### config.mk
export PLATFORM = sky130hd
export DESIGN_NAME = lrd_lock_table
export DESIGN_NICKNAME = d
export VERILOG_FILES = /design/src/lrd_pkg.sv /design/src/lrd_lock_table.sv
export SDC_FILE = /design/constraint.sdc
export NUM_CORES = 1
export LEC_CHECK = 0
export ABC_AREA = 1
export BUFFER_PORTS_ARGS = -buffer_cell sky130_fd_sc_hd__buf_2
export CELL_PAD_IN_SITES_DETAIL_PLACEMENT = 1
export CELL_PAD_IN_SITES_GLOBAL_PLACEMENT = 1
export CORE_ASPECT_RATIO = 1.2
export CORE_MARGIN = 3
export CORE_UTILIZATION = 30
export CTS_BUF_LIST = sky130_fd_sc_hd__clkbuf_4 sky130_fd_sc_hd__clkbuf_8
export DETAILED_ROUTE_END_ITERATION = 8
export PLACE_DENSITY = 0.61
export SETUP_SLACK_MARGIN = 0.15
export SYNTH_ARGS = -nofsm -noshare
export SYNTH_HDL_FRONTEND = slang
export SYNTH_SLANG_ARGS = --single-unit
### constraint.sdc
create_clock -name i_clk -period 2.9 [get_ports i_clk]
set_clock_uncertainty 0.15 [all_clocks]
set_input_delay 0.145 -clock i_clk [delete_from_list [all_inputs] [get_ports i_clk]]
set_output_delay 0.145 -clock i_clk [all_outputs]
set_load 0.005 [all_outputs]
### src/lrd_pkg.sv
// Shared types and codes for the lockset race detector.
// Fixed field widths, operation and race codes, and the lock and access request structs.
// No dependencies.
package lrd_pkg;

    // Field widths of the event and result items
    localparam int OP_W     = 3;
    localparam int THREAD_W = 4;
    localparam int LOCK_W   = 5;
    localparam int VAR_W    = 10;
    localparam int INSTR_W  = 32;

    // Trace event operations
    typedef enum logic [OP_W-1:0] {
        OP_NEW_THREAD = 3'd0,
        OP_ACQUIRE    = 3'd1,
        OP_RELEASE    = 3'd2,
        OP_READ       = 3'd3,
        OP_WRITE      = 3'd4
    } t_op;

    // Race kinds reported in the result item
    localparam logic RACE_WRITE_READ  = 1'b0;
    localparam logic RACE_WRITE_WRITE = 1'b1;

    // Held-lock table update request
    typedef struct packed {
        logic [OP_W-1:0]     op;
        logic [THREAD_W-1:0] thread;
        logic [THREAD_W-1:0] child_thread;
        logic [LOCK_W-1:0]   lock_index;
    } t_lock_req;

    // Variable access request handed to the variable unit
    typedef struct packed {
        logic                is_write;
        logic [VAR_W-1:0]    variable;
        logic [INSTR_W-1:0]  instruction;
    } t_acc_req;

endpackage

### src/lrd_lock_table.sv
// Per-thread held-lock masks: fork copy, acquire and release, and mask lookup.
// Depends on lrd_pkg.
module lrd_lock_table #(
    parameter int NUM_THREADS = 16,
    parameter int NUM_LOCKS   = 32
) (
    input  logic                  i_clk,
    input  logic                  i_rst_n,
    input  logic                  i_en,
    input  lrd_pkg::t_lock_req    i_req,
    output logic [NUM_LOCKS-1:0]  o_mine
);

    localparam int THR_AW = $clog2(NUM_THREADS);

    logic [NUM_LOCKS-1:0] r_held [NUM_THREADS];
    logic [THR_AW-1:0]    w_thr_idx;
    logic [THR_AW-1:0]    w_child_idx;
    logic                 w_thr_ok;
    logic                 w_child_ok;
    logic                 w_lock_ok;
    logic [NUM_LOCKS-1:0] w_lock_bit;
    logic [NUM_LOCKS-1:0] w_mine;

    // Range checks and indexes
    assign w_thr_ok    = 32'(i_req.thread) < NUM_THREADS;
    assign w_child_ok  = 32'(i_req.child_thread) < NUM_THREADS;
    assign w_lock_ok   = 32'(i_req.lock_index) < NUM_LOCKS;
    assign w_thr_idx   = THR_AW'(i_req.thread);
    assign w_child_idx = THR_AW'(i_req.child_thread);
    assign w_lock_bit  = NUM_LOCKS'(1) << i_req.lock_index;

    // Out-of-range thread holds no locks
    assign w_mine = w_thr_ok ? r_held[w_thr_idx] : '0;
    assign o_mine = w_mine;

    // Mask updates on accepted events
    always_ff @(posedge i_clk) begin
        if (!i_rst_n) begin
            for (int i = 0; i < NUM_THREADS; i++) begin
                r_held[i] <= '0;
            end
        end else if (i_en) begin
            unique case (i_req.op)
                lrd_pkg::OP_NEW_THREAD: begin
                    if (w_child_ok) begin
                        r_held[w_child_idx] <= w_mine;
                    end
                end
                lrd_pkg::OP_ACQUIRE: begin
                    if (w_thr_ok && w_lock_ok) begin
                        r_held[w_thr_idx] <= r_held[w_thr_idx] | w_lock_bit;
                    end
                end
                lrd_pkg::OP_RELEASE: begin
                    if (w_thr_ok && w_lock_ok) begin
                        r_held[w_thr_idx] <= r_held[w_thr_idx] & ~w_lock_bit;
                    end
                end
                default: begin
                end
            endcase
        end
    end

endmodule

==> results.txt <==
* Delay-heaviest family, CP: simple AND/OR/NAND/NOR gates
- Fraction of registers with async set/reset: 0%
* Ratio of cells with drive above 1 in the final layout: roughly 15%
* Unrepaired setup endpoints after global routing: false
* Highest signal layer in the routed design: met5
- After detailed routing, the average wire length per cell comes to around 25 um.
* Total of flip-flops plus latches after synthesis: a little over 500
- Number of antenna violations at the first check in global routing: 6
* Worst setup path endpoint: o_mine[19]
- The tightest min-delay check is of the input pin to flop type.
- Fillers: 10164
- Summing all placed instances gives a cell area of between 0.02 and 0.03 mm2.
* Slew at the pin closest to its max-slew limit: ~1.1 ns
* Top-Level Pins: 51
- The worst pin sits at a relative slew slack of 29.63%.
- The largest single stage delay on the critical path is roughly 0.4 ns.
- Post-CTS Resized: 0
- Total count of max-transition violations in the final report: 0
* Count of buffer and inverter cells on the critical path: 2
* Sequential element share of the synthesized area: a little under three fifths
- For this design the static power due to leakage is 12.28 nW.
- STA puts the critical path data required time at 2.61 ns.
- In the synthesized netlist the dominant register cell turns out to be sky130_fd_sc_hd__edfxtp_1.
* Placeable Area: around 0.089 mm2
- The final layout contains routed wiring with a total length of 103.6 mm.
- Synth cell types: 25
- The mapped netlist covers roughly 0.027 mm2.
- In this run the remaining antenna-violating nets after routing total 0.
- By area the synthesized netlist is led by sky130_fd_sc_hd__edfxtp_1 (57%), sky130_fd_sc_hd__nand2_1 (10%), sky130_fd_sc_hd__a21oi_1 (8.9%).
- Max reg flops: just over 500
- Highest attainable clock frequency: 433.4 MHz
- Across all hold checks on the routed design, the worst slack comes to about 0.14 ns.
- Residual overflow from global routing: 0
- In this run, synthesis inferred approximately 500 flip-flops with an integrated enable.
- Metal2 WL: 50.77 mm
- Worst-path cell chain: inv_1 -> nand2_1 -> nand3_1 -> nand3_1 -> nand3_1 -> nand2_1 -> buf_2
- TritonCTS built the clock tree.
* Die area: 0.09372 mm2
- Max-cap violations in this run came to 0.
- Once layout is done, the placed cells without fillers occupy 0.03036 mm2.
* Routed via count divided by cell count: ~5.3
* Post-DP HPWL: 60.33 mm
- Total number of vias: about 22000
* Final Hold Vio Count: 0
- The routed design uses around 6.9 mm of met3 wire.
* DRT Pass-1 Iters: 5
- Worst reg-to-reg setup slack: 0.89 ns
- Syn-to-layout area delta: 12.37%
- Cells on worst reg2reg path: 8
- In the global route stage, overall resource usage came out at a little over a fifth.
* Synth Warn #: 0
- Average cell area after synthesis: approximately 9.3 um2
* Clock tree root buffer cell: sky130_fd_sc_hd__clkbuf_8
* Capturing element type of the critical path: output port
- For this configuration, the core starts out at a cell density of between 30% and 40%.
- In this run the deepest clock path goes through 3 buffers.
- The floorplan step set the die height to around 330 um.
* Maximum resistive drop on vdd: approximately 280 uV
- Run status: finished, final reports clean
* Core Rows: about 120
- The most critical setup path has its startpoint at r_held[15][19].
* Most common cell on crit path: sky130_fd_sc_hd__nand3_1
- Synthesis produced a netlist with a net count of 2931.
- The die is roughly 280 um wide.
- Final Util: 34.27%
- Launch instance of the worst register-to-register path: r_held[15][19]
- Global-route wire length before repair: 151.7 mm
- CTS Buf Count: 87
* Number of remaining DRC errors: 0
- Type of element launching the critical path: flop
- The worst setup path is of the flop to output port kind.
* Number of standard cells after synthesis: 2912
- CTS built an H-tree with a depth of 3.
- Clock-pin slew was measured on the worst setup and hold paths at ~0.060 ns.
* Via count of the first global-routing pass: between 20000 and 25000
* Post-Route Setup TNS: 0 ns
- Drt initial violations: roughly 1900
* Top cell types by occurrence after synthesis: sky130_fd_sc_hd__nand2_1 (731), sky130_fd_sc_hd__edfxtp_1 (512), sky130_fd_sc_hd__a21oi_1 (478), sky130_fd_sc_hd__nand3_1 (431), sky130_fd_sc_hd__inv_1 (396)
- Clock latency on the worst-skew pair, taken at its later pin, is between 0.7 and 0.8 ns.
- Total of endpoints with negative setup slack in the final report: 0
* Largest fanout on the critical path: 2
- On the critical path, the stage with the largest delay is an instance of sky130_fd_sc_hd__edfxtp_1.
- Cell area power density: about 560 mW/mm2
- Period utilization: 79.57%
- The congestion estimate from routability-driven global placement came to between 0.8 and 0.9.
* Endpoint of the lowest-slack register-to-register path: r_held[15][19]
- The count of buffers added on input and output ports is 50.
* Largest net degree at the start of global routing: roughly 120
* Depth of the critical timing path with buffers and inverters included: 7
- # hold bufs at CTS: 0
- Critical path data arrival time: roughly 2.0 ns
* Total number of nets in the final design: between 2000 and 3000
- r_held holds more flip-flops than any other register.
- Among all cell types in the netlist, the one instantiated most often is sky130_fd_sc_hd__nand2_1.
- The top cell type by area accounts for a little under three fifths of the synthesized area.
- Min cycle time layout: 2.307 ns
- Sinks on the clock net: between 500 and 600
* # Post-CTS Setup Buffers: 0
- Met1 Routed Length: between 40 and 50 mm
- sky130_fd_sc_hd__edfxtp_1 takes more of the synthesized area than any other cell.
* Top Registers: r_held: 512 flops
layer usage:
metal  GRT usage, %  vias up
met4          9.597        2
met2          37.40      796
met3          3.586      232
met1          27.44    11241
li1               -     9846
met5              0        -
through the flow:
stage,worst slack [ns],total power [mW],instances
after floorplan,0.3734,9.774,2912
after global placement,0.4097,10.59,4018
after detailed placement,0.3529,10.65,4018
after CTS,0.5587,17.05,4165
after global routing,0.4829,17.54,4167
final,0.5926,16.92,4169
cell usage in the layout (no fill, tap or decap):
cell type	synthesis	final
sky130_fd_sc_hd__inv_8	0	1
sky130_fd_sc_hd__clkinvlp_4	0	3
sky130_fd_sc_hd__nand3b_1	3	3
sky130_fd_sc_hd__inv_1	396	393
sky130_fd_sc_hd__nand2_1	731	709
sky130_fd_sc_hd__clkbuf_8	0	92
sky130_fd_sc_hd__o21bai_1	1	1
sky130_fd_sc_hd__clkinv_1	0	22
sky130_fd_sc_hd__buf_12	4	26
sky130_fd_sc_hd__a21oi_1	478	478
sky130_fd_sc_hd__nand3_2	2	2
sky130_fd_sc_hd__nand3_1	431	431
sky130_fd_sc_hd__nand4_4	32	32
sky130_fd_sc_hd__diode_2	0	4
sky130_fd_sc_hd__clkinv_2	1	7
sky130_fd_sc_hd__nand3_4	2	2
sky130_fd_sc_hd__clkbuf_4	0	23
sky130_fd_sc_hd__nand4_1	2	2
sky130_fd_sc_hd__buf_4	40	122
sky130_fd_sc_hd__buf_2	141	47
sky130_fd_sc_hd__a21oi_2	34	34
sky130_fd_sc_hd__inv_4	0	1
sky130_fd_sc_hd__inv_2	2	3
sky130_fd_sc_hd__nand2_4	2	2
sky130_fd_sc_hd__edfxtp_1	512	512
sky130_fd_sc_hd__nand2_2	19	41
sky130_fd_sc_hd__nor2_1	15	15
sky130_fd_sc_hd__bufinv_16	0	2
sky130_fd_sc_hd__nor2_2	2	2
sky130_fd_sc_hd__nor2_4	8	8
cell type report:
| class | count | area [um2] | area share, % |
|---|---|---|---|
| Inverter | 399 | 1509 | 4.970 |
| Antenna cell | 4 | 10.01 | 0.03297 |
| Multi-Input combinational cell | 1762 | 8725 | 28.74 |
| Clock inverter | 33 | 195.2 | 0.6429 |
| Timing Repair Buffer | 196 | 1685 | 5.551 |
| Sequential cell | 512 | 15370 | 50.64 |
| Clock buffer | 114 | 1425 | 4.694 |
| Tap cell | 1149 | 1438 | 4.735 |
worst min path at each step:
stage / start / slack [ns] / end / cells after the start
2_1_floorplan: i_req[12] / 0.42 / o_mine[0] / 3
3_3_place_gp: r_held[10][3] / 0.78 / o_mine[3] / 7
3_5_place_dp: r_held[11][3] / 0.79 / o_mine[3] / 7
4_1_cts: i_rst_n / 0.05 / r_held[14][28] / 3
5_1_grt: i_rst_n / 0.1 / r_held[14][28] / 3
6_report: i_rst_n / 0.14 / r_held[14][28] / 3
cell families (layout without fill, tap and decap cells):
logic type      after synthesis  count (layout)  synth area share, %
simple gates               1249            1249                22.10
buf+inv                     638             742                11.01
compound gates              513             513                9.984
flops                       512             512                56.90
other cells                   0               4                    0
worst reg2reg max path, cell delays in order (launching register included):
cell and delay (ns):
sky130_fd_sc_hd__edfxtp_1 0.40, sky130_fd_sc_hd__inv_1 0.09, sky130_fd_sc_hd__nand2_1 0.07, sky130_fd_sc_hd__nand3_1 0.11
sky130_fd_sc_hd__nand3_1 0.11, sky130_fd_sc_hd__nand3_1 0.19, sky130_fd_sc_hd__nand2_1 0.18, sky130_fd_sc_hd__nand2_2 0.32
sky130_fd_sc_hd__a21oi_1 0.12
power breakdown:
part | internal (mW) | switching [mW]
registers | 8.40 | 0.0761
clock network | 3.34 | 3.08
logic | 0.544 | 1.48
total | 12.3 | 4.63
No activity file was read; power rests on OpenSTA's default activity.
